`src/hdl/rhc_pkg.sv`:
```
// Shared constants, types and widths for the RGB to HSV converter.
package rhc_pkg;

  // Channel and result formats
  localparam int CHAN_W        = 8;
  localparam int COLOR_W       = 3 * CHAN_W;
  localparam int HUE_FRAC_BITS = 6;
  localparam int SAT_FRAC_BITS = 12;
  localparam int HUE_W         = HUE_FRAC_BITS + 9;
  localparam int SAT_W         = SAT_FRAC_BITS + 1;

  // mag*60 fits in 14 bits for an 8-bit magnitude
  localparam int MAG60_W = CHAN_W + 6;

  // Divider sizing: quotient bits, dividend bits and working width
  localparam int HUE_Q_W = HUE_FRAC_BITS + 6;
  localparam int SAT_Q_W = SAT_FRAC_BITS + 1;
  localparam int DIV_Q_W = (HUE_Q_W > SAT_Q_W) ? HUE_Q_W : SAT_Q_W;
  localparam int HUE_N_W = MAG60_W + HUE_FRAC_BITS;
  localparam int SAT_N_W = CHAN_W + SAT_FRAC_BITS;
  localparam int DIV_N_W = (HUE_N_W > SAT_N_W) ? HUE_N_W : SAT_N_W;
  localparam int DIV_W   = (DIV_N_W > CHAN_W + DIV_Q_W) ? DIV_N_W : CHAN_W + DIV_Q_W;

  // Transfer to result: input reg, channel stats reg, divider stages, output reg
  localparam int PIPE_LAT = DIV_Q_W + 3;

  // Hue sector offsets and full turn, scaled to the hue format
  localparam logic [HUE_W-1:0] HUE_120 = HUE_W'(120 * (1 << HUE_FRAC_BITS));
  localparam logic [HUE_W-1:0] HUE_240 = HUE_W'(240 * (1 << HUE_FRAC_BITS));
  localparam logic [HUE_W-1:0] HUE_360 = HUE_W'(360 * (1 << HUE_FRAC_BITS));
  localparam logic [SAT_W-1:0] SAT_ONE = SAT_W'(1 << SAT_FRAC_BITS);

  // Which channel holds the maximum
  typedef enum logic [1:0] {
    SECT_RED,
    SECT_GREEN,
    SECT_BLUE
  } sector_t;

  // Data that rides alongside the dividers
  typedef struct packed {
    logic              neg;
    sector_t           sect;
    logic [CHAN_W-1:0] bright;
  } rhc_side_t;

endpackage

```
`src/hdl/rgb_to_hsv_converter_core.sv`:
```
// RGB to HSV converter: top level with channel stats, dividers and hue assembly.
//
// Converts one packed 24-bit colour (red bits 7:0, green 15:8, blue 23:16) into
// hue (degrees, 6 fractional bits), saturation (12 fractional bits, 4096 = 1.0)
// and brightness (the largest channel). A colour is taken on every clock edge
// where start is high and busy is low; busy is high only while rst_n is low, so
// one colour can be transferred every cycle. Each result appears on the out_
// ports for a single cycle, flagged by out_valid, and results come out in input
// order. A colour passes through one input register, one channel-statistics
// register, the two 13-stage restoring dividers (one quotient bit per stage) and
// one output register. Black gives zero hue and saturation; grey gives zero hue.
// On a tie for the maximum, red wins over green and green over blue.
module rgb_to_hsv_converter_core
  import rhc_pkg::*;
(
  input  logic               clk,
  input  logic               rst_n,
  input  logic               start,
  output logic               busy,
  input  logic [COLOR_W-1:0] in_packed_color,
  output logic               out_valid,
  output logic [HUE_W-1:0]   out_hue,
  output logic [SAT_W-1:0]   out_saturation,
  output logic [CHAN_W-1:0]  out_brightness
);

  // Input register
  logic               v1_r;
  logic [COLOR_W-1:0] col1_r;

  // Channel statistics stage
  logic [CHAN_W-1:0] r1, g1, b1;
  logic [CHAN_W-1:0] mx_nxt, mn_nxt;
  logic              v2_r;
  logic [CHAN_W-1:0] r2_r, g2_r, b2_r, mx2_r, mn2_r;

  // Divider set-up
  logic [CHAN_W-1:0]  delta;
  logic [CHAN_W-1:0]  mag;
  logic [MAG60_W-1:0] mag60;
  logic [DIV_W-1:0]   hue_num, sat_num;
  logic [CHAN_W-1:0]  hue_den, sat_den;
  rhc_side_t          side_nxt;

  // Sideband delay line matched to divider latency
  logic      vd_r   [DIV_Q_W];
  rhc_side_t side_r [DIV_Q_W];

  logic [DIV_Q_W-1:0] hue_q, sat_q;

  // Output assembly
  rhc_side_t        side_last;
  logic [HUE_W-1:0] hue_qx;
  logic [HUE_W-1:0] hue_nxt;
  logic             out_valid_r;
  logic [HUE_W-1:0]  out_hue_r;
  logic [SAT_W-1:0]  out_sat_r;
  logic [CHAN_W-1:0] out_bright_r;

  assign busy = ~rst_n;

  // Control: valid bits along the pipe
  always_ff @(posedge clk) begin
    if (!rst_n) begin
      v1_r        <= 1'b0;
      v2_r        <= 1'b0;
      out_valid_r <= 1'b0;
      for (int i = 0; i < DIV_Q_W; i++) vd_r[i] <= 1'b0;
    end else begin
      v1_r        <= start && !busy;
      v2_r        <= v1_r;
      vd_r[0]     <= v2_r;
      for (int i = 1; i < DIV_Q_W; i++) vd_r[i] <= vd_r[i-1];
      out_valid_r <= vd_r[DIV_Q_W-1];
    end
  end

  // Max and min of the three channels
  always_comb begin
    r1     = col1_r[CHAN_W-1:0];
    g1     = col1_r[2*CHAN_W-1:CHAN_W];
    b1     = col1_r[3*CHAN_W-1:2*CHAN_W];
    mx_nxt = r1;
    mn_nxt = r1;
    if (g1 > mx_nxt) mx_nxt = g1;
    if (b1 > mx_nxt) mx_nxt = b1;
    if (g1 < mn_nxt) mn_nxt = g1;
    if (b1 < mn_nxt) mn_nxt = b1;
  end

  // Sector choice, signed difference and divider operands
  always_comb begin
    delta = mx2_r - mn2_r;
    priority if (r2_r == mx2_r) begin
      side_nxt.sect = SECT_RED;
      side_nxt.neg  = (g2_r < b2_r);
      mag           = side_nxt.neg ? (b2_r - g2_r) : (g2_r - b2_r);
    end else if (g2_r == mx2_r) begin
      side_nxt.sect = SECT_GREEN;
      side_nxt.neg  = (b2_r < r2_r);
      mag           = side_nxt.neg ? (r2_r - b2_r) : (b2_r - r2_r);
    end else begin
      side_nxt.sect = SECT_BLUE;
      side_nxt.neg  = (r2_r < g2_r);
      mag           = side_nxt.neg ? (g2_r - r2_r) : (r2_r - g2_r);
    end
    side_nxt.bright = mx2_r;
    // mag*60 as mag*64 - mag*4
    mag60   = (MAG60_W'(mag) << 6) - (MAG60_W'(mag) << 2);
    hue_num = DIV_W'(mag60) << HUE_FRAC_BITS;
    sat_num = DIV_W'(delta) << SAT_FRAC_BITS;
    // Zero divisors only occur with zero dividends; use one to keep quotient zero
    hue_den = (delta == '0) ? CHAN_W'(1) : delta;
    sat_den = (mx2_r == '0) ? CHAN_W'(1) : mx2_r;
  end

  // Payload registers
  always_ff @(posedge clk) begin
    col1_r    <= in_packed_color;
    r2_r      <= r1;
    g2_r      <= g1;
    b2_r      <= b1;
    mx2_r     <= mx_nxt;
    mn2_r     <= mn_nxt;
    side_r[0] <= side_nxt;
    for (int i = 1; i < DIV_Q_W; i++) side_r[i] <= side_r[i-1];
    out_hue_r    <= hue_nxt;
    out_sat_r    <= SAT_W'(sat_q);
    out_bright_r <= side_last.bright;
  end

  rhc_div u_hue_div (
    .clk      (clk),
    .dividend (hue_num),
    .divisor  (hue_den),
    .quotient (hue_q)
  );

  rhc_div u_sat_div (
    .clk      (clk),
    .dividend (sat_num),
    .divisor  (sat_den),
    .quotient (sat_q)
  );

  // Hue: sector offset plus or minus quotient, wrapped into one turn
  always_comb begin
    side_last = side_r[DIV_Q_W-1];
    hue_qx    = HUE_W'(hue_q);
    unique case (side_last.sect)
      SECT_RED:   hue_nxt = side_last.neg ? (HUE_360 - hue_qx) : hue_qx;
      SECT_GREEN: hue_nxt = side_last.neg ? (HUE_120 - hue_qx) : (HUE_120 + hue_qx);
      SECT_BLUE:  hue_nxt = side_last.neg ? (HUE_240 - hue_qx) : (HUE_240 + hue_qx);
      default:    hue_nxt = '0;
    endcase
  end

  assign out_valid      = out_valid_r;
  assign out_hue        = out_hue_r;
  assign out_saturation = out_sat_r;
  assign out_brightness = out_bright_r;

`ifndef ASSERT_OFF
  // Every transfer gives exactly one result
  a_lat_fwd: assert property (@(posedge clk) disable iff (!rst_n)
    (start && !busy) |-> ##PIPE_LAT out_valid)
    else $error("result missing after input transfer");

  a_lat_back: assert property (@(posedge clk) disable iff (!rst_n)
    out_valid |-> $past(start && !busy, PIPE_LAT))
    else $error("result without matching input transfer");

  a_hue_range: assert property (@(posedge clk) disable iff (!rst_n)
    out_valid |-> (out_hue < HUE_360))
    else $error("hue outside one turn");

  a_sat_range: assert property (@(posedge clk) disable iff (!rst_n)
    out_valid |-> (out_saturation <= SAT_ONE))
    else $error("saturation above one");

  a_black: assert property (@(posedge clk) disable iff (!rst_n)
    (out_valid && out_brightness == '0) |-> (out_hue == '0 && out_saturation == '0))
    else $error("black gives nonzero hue or saturation");
`endif

endmodule

```
`src/hdl/rhc_div.sv`:
```
// Pipelined restoring divider, one quotient bit per register stage.
module rhc_div
  import rhc_pkg::*;
(
  input  logic               clk,
  input  logic [DIV_W-1:0]   dividend,
  input  logic [CHAN_W-1:0]  divisor,
  output logic [DIV_Q_W-1:0] quotient
);

  logic [DIV_W-1:0]   rem_r [DIV_Q_W];
  logic [CHAN_W-1:0]  den_r [DIV_Q_W];
  logic [DIV_Q_W-1:0] quo_r [DIV_Q_W];

  // Stage k resolves quotient bit DIV_Q_W-1-k
  for (genvar k = 0; k < DIV_Q_W; k++) begin : g_step
    logic [DIV_W-1:0]   rem_in;
    logic [CHAN_W-1:0]  den_in;
    logic [DIV_Q_W-1:0] quo_in;
    logic [DIV_W-1:0]   shifted;
    logic               fits;
    logic [DIV_W-1:0]   rem_nxt;
    logic [DIV_Q_W-1:0] quo_nxt;

    if (k == 0) begin : g_first
      assign rem_in = dividend;
      assign den_in = divisor;
      assign quo_in = '0;
    end else begin : g_rest
      assign rem_in = rem_r[k-1];
      assign den_in = den_r[k-1];
      assign quo_in = quo_r[k-1];
    end

    always_comb begin
      shifted = DIV_W'(den_in) << (DIV_Q_W - 1 - k);
      fits    = (rem_in >= shifted);
      rem_nxt = fits ? (rem_in - shifted) : rem_in;
      quo_nxt = quo_in;
      quo_nxt[DIV_Q_W-1-k] = fits;
    end

    always_ff @(posedge clk) begin
      rem_r[k] <= rem_nxt;
      den_r[k] <= den_in;
      quo_r[k] <= quo_nxt;
    end
  end

  assign quotient = quo_r[DIV_Q_W-1];

endmodule
```
`config.mk`:
```
export PLATFORM = sky130hd
export DESIGN_NAME = rgb_to_hsv_converter_core
export DESIGN_NICKNAME = d
export VERILOG_FILES = /design/src/hdl/rhc_pkg.sv /design/src/hdl/rgb_to_hsv_converter_core.sv /design/src/hdl/rhc_div.sv
export SDC_FILE = /design/constraint.sdc
export NUM_CORES = 2
export LEC_CHECK = 0
export BUFFER_PORTS_ARGS = -buffer_cell sky130_fd_sc_hd__buf_2
export CAP_MARGIN = 5
export CORE_ASPECT_RATIO = 0.8
export CORE_MARGIN = 1.5
export CORE_UTILIZATION = 55
export CTS_BUF_LIST = sky130_fd_sc_hd__clkbuf_8
export DETAILED_ROUTE_END_ITERATION = 10
export HOLD_SLACK_MARGIN = 0.15
export PLACE_DENSITY = 0.74
export SYNTH_ARGS = -nofsm -noshare
export SYNTH_HDL_FRONTEND = slang
export SYNTH_SLANG_ARGS = --single-unit
```
`constraint.sdc`:
```
create_clock -name clk -period 5.3 [get_ports clk]
set_input_delay 0.53 -clock clk [delete_from_list [all_inputs] [get_ports clk]]
set_output_delay 0.53 -clock clk [all_outputs]
set_load 0.02 [all_outputs]
```
; ---- Yosys cells after proc, flatten, opt, wreduce, memory -nomap -nowiden
; Memories as Yosys holds them, arrays and structs flattened. A register that Yosys moved wholly into a read port is not among the register bits.
; Index checks and enable logic that the tools add are counted.
[classes]
addsub = 39
order_cmp = 33
n_eq_ne = 4
mux = 58
bitwise_logic = 14
n_reduce_logical = 5
[ops]
columns = op, n
row1 = 21-bit two-way mux, 26
row2 = 8-bit two-way mux, 11
row3 = 8-bit subtractor, 7
row4 = 15-bit two-way mux, 3
row5 = 15-bit case mux with 3 select lines, 1
row6 = 21-bit by 10-bit >= comparator with 1-bit output, 2
row7 = 21-bit by 11-bit >= comparator with 1-bit output, 2
row8 = 21-bit by 12-bit >= comparator with 1-bit output, 2
row9 = 21-bit by 13-bit >= comparator with 1-bit output, 2
row10 = 21-bit by 14-bit >= comparator with 1-bit output, 2
row11 = 21-bit by 15-bit >= comparator with 1-bit output, 2
row12 = 21-bit by 16-bit >= comparator with 1-bit output, 2
row13 = 21-bit by 17-bit >= comparator with 1-bit output, 2
row14 = 21-bit by 18-bit >= comparator with 1-bit output, 2
row15 = 21-bit by 19-bit >= comparator with 1-bit output, 2
row16 = 21-bit by 8-bit >= comparator with 1-bit output, 2
row17 = 21-bit by 9-bit >= comparator with 1-bit output, 2
row18 = 20-bit by 20-bit subtractor with 21-bit output, 2
row19 = 21-bit by 10-bit subtractor with 21-bit output, 2
row20 = 21-bit by 11-bit subtractor with 21-bit output, 2
row21 = 21-bit by 12-bit subtractor with 21-bit output, 2
row22 = 21-bit by 13-bit subtractor with 21-bit output, 2
row23 = 21-bit by 14-bit subtractor with 21-bit output, 2
row24 = 21-bit by 15-bit subtractor with 21-bit output, 2
row25 = other kinds (26), 67
[totals]
reg_bits = 89
mem_bits_rw = 1248
in_bits = 27
word_cells = 171
memories = 8
[mem_list]
columns = name, words, word_bits, read_ports, rd_ports_with_merged_regs, write_ports, line
row1 = u_hue_div.rem_r, 13, 21, 12, 0, 13, rhc_div.sv:11  ; logic [DIV_W-1:0] rem_r [DIV_Q_W];
row2 = u_sat_div.rem_r, 13, 21, 12, 0, 13, rhc_div.sv:11
row3 = u_hue_div.quo_r, 13, 13, 13, 0, 13, rhc_div.sv:13  ; logic [DIV_Q_W-1:0] quo_r [DIV_Q_W];
row4 = u_sat_div.quo_r, 13, 13, 13, 1, 13, rhc_div.sv:13
row5 = side_r, 13, 11, 13, 0, 13, rgb_to_hsv_converter_core.sv:47  ; rhc_side_t side_r [DIV_Q_W];
row6 = u_hue_div.den_r, 13, 8, 12, 0, 13, rhc_div.sv:12  ; logic [CHAN_W-1:0] den_r [DIV_Q_W];
row7 = +2 memories, n/a, n/a, n/a, n/a, n/a, n/a

; ---- Depth between registers and ports, before layout
[depth]
depth_word = 7
ltp_mapped = 28
depth_no_buf = 27

; ---- Hierarchy
; Synthesis repeated with hierarchy kept, for this count alone.
[hier_totals]
hier_cells = 4036
area_unflattened_um2 = 42574.6
[modules_own_cells]
columns = module, instances, cells_each, area_per_inst_um2
row1 = rhc_div (u_sat_div), 1, 1591, 16364.4
row2 = rhc_div (u_hue_div), 1, 1556, 16346.9
row3 = rgb_to_hsv_converter_core, 1, 889, 9863.2

; ---- Worst setup path after synthesis
; Ideal clock, no wire load.
[synth_timing]
path_kind = reg2reg
from = reg r2_r[1]
to = mem u_hue_div.rem_r[0][13] (netlist bit)
setup_ps = 121
arrival_ps = 5511
required_time_ps = 5179
slack_ps = -332
stages_incl_launch_ff = 26
synth_period_minus_slack_ps = 5632
path_cell_list = dfxtp_1 > inv_1 > fa_1 > a211oi_2 > o211ai_2 > nand2_4 > mux2_2 > a31oi_1 > o311a_1 > xor2_1 > a221oi_1 > inv_1 > ha_1 > and4_1 > nand4b_1 > and4_1 > ha_1 > inv_1 > a21oi_1 > o21ai_0 > nand2b_1 > a21o_1 > a21o_1 > a221o_1 > buf_6 > mux2_4
[synth_lines]
columns = item, line
row1 = from (decl), rgb_to_hsv_converter_core.sv:35  ; logic [CHAN_W-1:0] r2_r, g2_r, b2_r, mx2_r, mn2_r;
row2 = from (signal assigned), rgb_to_hsv_converter_core.sv:120  ; r2_r <= r1;
row3 = to (decl), rhc_div.sv:11

==> qor.yml <==
clock_tree:
  path_clk_slew_ps: 60
  clock_latency_ps: 830
  max-clock-path-buffers: 3
  cts.sinks: 991
  cts_root_buffer: "clkbuf_8"
  numCtsBuffers: 147
  cts_tree: "done"
  cts.htree.levels: 4
yosys:
  synthArstFlopShare_pct: 0
  syn_nets: 4081
  synth_xor_area_share_pct: 6.66
  synthTopCellsByCount: "dfxtp_1 (991), inv_1 (400), ha_1 (299), nor2_1 (242), nand2_1 (203)"
  synth_top_family_by_area: "simple AND/OR/NAND/NOR gates"
  muxShareOfSynthArea_pct: 2.69
  yosysTopAreaCellShare_pct: 51.9
  ys_types: 91
  synth.ff_latch_count: 991
  synth_most_common_cell: "dfxtp_1"
  yosys.area_share.simple_pct: 12.7
  synth.avg_cell_area_um2: 10.3
  synth_fa_ha_area_share_pct: 11.4
  yosysSeqAreaShare_pct: 51.9
  synth_compound_area_share_pct: 10.1
  synthTopCellsByArea: "dfxtp_1 (52%), ha_1 (9.8%), inv_1 (3.9%)"
  yosysTopAreaCell: "dfxtp_1"
  ys.warnings.count: 0
  syn-cell-area_um2: 38200
  synth_edf_count: 0
  syn_inst: 3724
  ys.flop_type: "dfxtp_1"
final_layout:
  final_cells: 5098
  postLayoutCoreUtil_pct: 64.5
  drive_gt1_share_pct: 13.9
  multi_input_area_um2: 17000
  regArea_um2: 19800
  fillCellCount: 5473
  syn2layout_area_growth_pct: 16.1
  final_nets: 4422
global_route:
  met1_usage_pct: 26.3
  grt.overflow.total: 0
  grtUsageMet2_pct: 34.4
  grt_first_pass_wirelength_um: 120000
  grt_pass1_vias: 25458
  antenna_found_initial: 1
  busiest_layer: "met2"
  grt_max_degree: 29
  use_met3_pct: 3.93
  grt_use_total_pct: 20.5
die:
  rows: 86
  die_x_um: 298
  die_h_um: 239
  placeableCoreArea_um2: 68900
  io_pins: 65
  start_util_pct: 55.5
  fp.dieArea_um2: 71100
worst_setup_path:
  required_ps: 5980
  worstSetupStartpointType: "register"
  critPathSlowestCell: "or4b_4"
  cp_max_fo: 5
  worstPathCellList: "inv_2 > ha_2 > inv_2 > fa_2 > a211oi_4 > o211ai_2 > buf_4 > and3_4 > or4b_4 > and4_4 > buf_4 > nand4b_1 > o21ai_1 > xor2_1 > ha_1 > nor2b_2 > o21ai_2 > a21oi_2 > o21ai_1 > nand2b_1 > a21o_1 > a21o_1 > a221o_2 > mux2_4"
  critPathKind: "reg2reg"
  max_stage_delay_ps: 490
  critical_path_arrival_ps: 6190
  setup.worst_path.end_class: "register"
place:
  dp_hpwl_um: 52000
  io_buffers: 64
  pre_cts_ws_ps: -474
  place_inst: 4781
  place_congestion: 0.896
drt:
  dr.first_iter.drc_count: 1233
  wire_per_inst_um: 14.1
  dr.pass1.iters: 6
  ant_nets: 0
  viasPerCell: 5.00
  wl_um: 72000
  drc_errors: 0
  vias: 25497
power_and_ir_drop:
  pwr_density_cell_nw_per_um2: 710
  leakage_nw: 20.5
  power_mw: 31.5
  ir_drop_v: 0.000462
timing:
  setup-tns-final_ps: -1460
  rsz0062_at_grt: "yes"
  fin_crit_sh_pct: 104
  drv_slew: 0
  final.setup.worst_slack_ps: -211
  timing.fmax_mhz: 181
  setup_viol: 10
  worstMarginPinSlew_ps: 1120
  period_minus_slack_ps: 5510
  finalHoldViolCount: 0
  relSlewSlack_pct: 25.0
  worst_clock_skew_ps: 50.9
outcome:
  status: "finished with violations"
  violations: "setup timing"
job:
  cap_violations: 0
min_path:
  hp-class: "reg2reg"
power breakdown:
| part | switching, mW | internal, mW | leakage (nW) |
|---|---|---|---|
| clock | 2.83 | 3.54 | 1.75 |
| combinational | 6.73 | 6.44 | 10.5 |
| sequential | 1.69 | 10.3 | 8.30 |
| total | 11.2 | 20.3 | 20.5 |
routing by layer:
metal,wire (um),share of wire (%),vias up
met5,0,0,-
met4,1560,2.2,0
met3,2650,3.7,126
met2,33500,47,411
met1,34300,48,11751
li1,-,-,13209
sequential cells by signal, indices dropped and copies added (netlist names), 13 cells and up:
name,flops
col1_r,24
out_hue,15
out_saturation,13
side_r,143
u_hue_div.den_r,96
u_hue_div.quo_r,91
u_hue_div.rem_r,184
u_sat_div.den_r,96
u_sat_div.quo_r,91
u_sat_div.rem_r,174
vd_r,13
logic make-up (layout without fill, tap and decap cells):
| family | after synthesis | after routing |
|---|---|---|
| and+or+nand+nor | 942 | 942 |
| DFF | 991 | 991 |
| muxes | 97 | 97 |
| xor gates and xnor gates | 291 | 291 |
| adders and majority gates | 330 | 330 |
| AOI/OAI and AO/OA | 615 | 616 |
| other | 0 | 2 |
| buffers and inverters | 458 | 905 |
worst max-delay path, delay by kind of cell (launching register included):
| kind | cells | cell delay (ps) |
|---|---|---|
| simple gates | 6 | 1340 |
| flops | 1 | 360 |
| mux | 1 | 330 |
| compound gates | 9 | 1850 |
| buf+inv | 4 | 420 |
| fa+ha+maj | 3 | 870 |
| xor+xnor | 1 | 220 |
layout by cell type (no fill, tap or decap), drive strengths merged, types with 8 or more instances in the layout:
master / instances
a211oi: 8
a21boi: 54
a21o: 59
a21oi: 174
and2: 36
and3: 14
buf: 221
bufinv: 10
clkbuf: 176
clkinv: 28
dfxtp: 991
dlygate4sd3: 27
fa: 31
ha: 299
inv: 441
mux2: 32
mux2i: 65
nand2: 205
nand2b: 49
nand3: 60
nand3b: 20
nand4: 51
nand4b: 19
nor2: 244
nor2b: 66
nor3: 66
nor4: 44
o211ai: 10
o21a: 29
o21ai: 184
o31ai: 33
or2: 10
or3: 19
or4: 11
xnor2: 167
xor2: 124
worst paths after layout:
check                         start                      to  slack [ps]  cells after the start
max                         r2_r[0]  u_hue_div.rem_r[0][16]        -210                     24
min          u_sat_div.quo_r[11][5]  u_sat_div.quo_r[12][5]         300                      0
max reg2reg                 r2_r[0]  u_hue_div.rem_r[0][16]        -210                     24
min reg2reg  u_sat_div.quo_r[11][5]  u_sat_div.quo_r[12][5]         300                      0
metrics by stage:
stage	cell area [um2]	hold slack (ps)
final	44400	300
after CTS	44100	300
after floorplan	38300	310
after global routing	44400	306
after global placement	40500	310
after detailed placement	40500	312
repair_timing:
action,in CTS,in global routing
buffers inserted,19,13
endpoints found under the hold margin,40,0
setup endpoints to repair,10,10
pin swaps,23,37
hold buffers,27,0
resized for setup,25,44
cloned,1,0
final cells by class:
class	count	share of cell area [%]
well taps	924	2.60
diodes	2	0.0113
repair buffers	248	4.01
flip-flops and latches	991	44.7
clock buffers	176	5.45
inverters	401	3.39
clock inverters	80	1.62
multi-input cells	2276	38.2
Power figures use the tool's default switching activity.
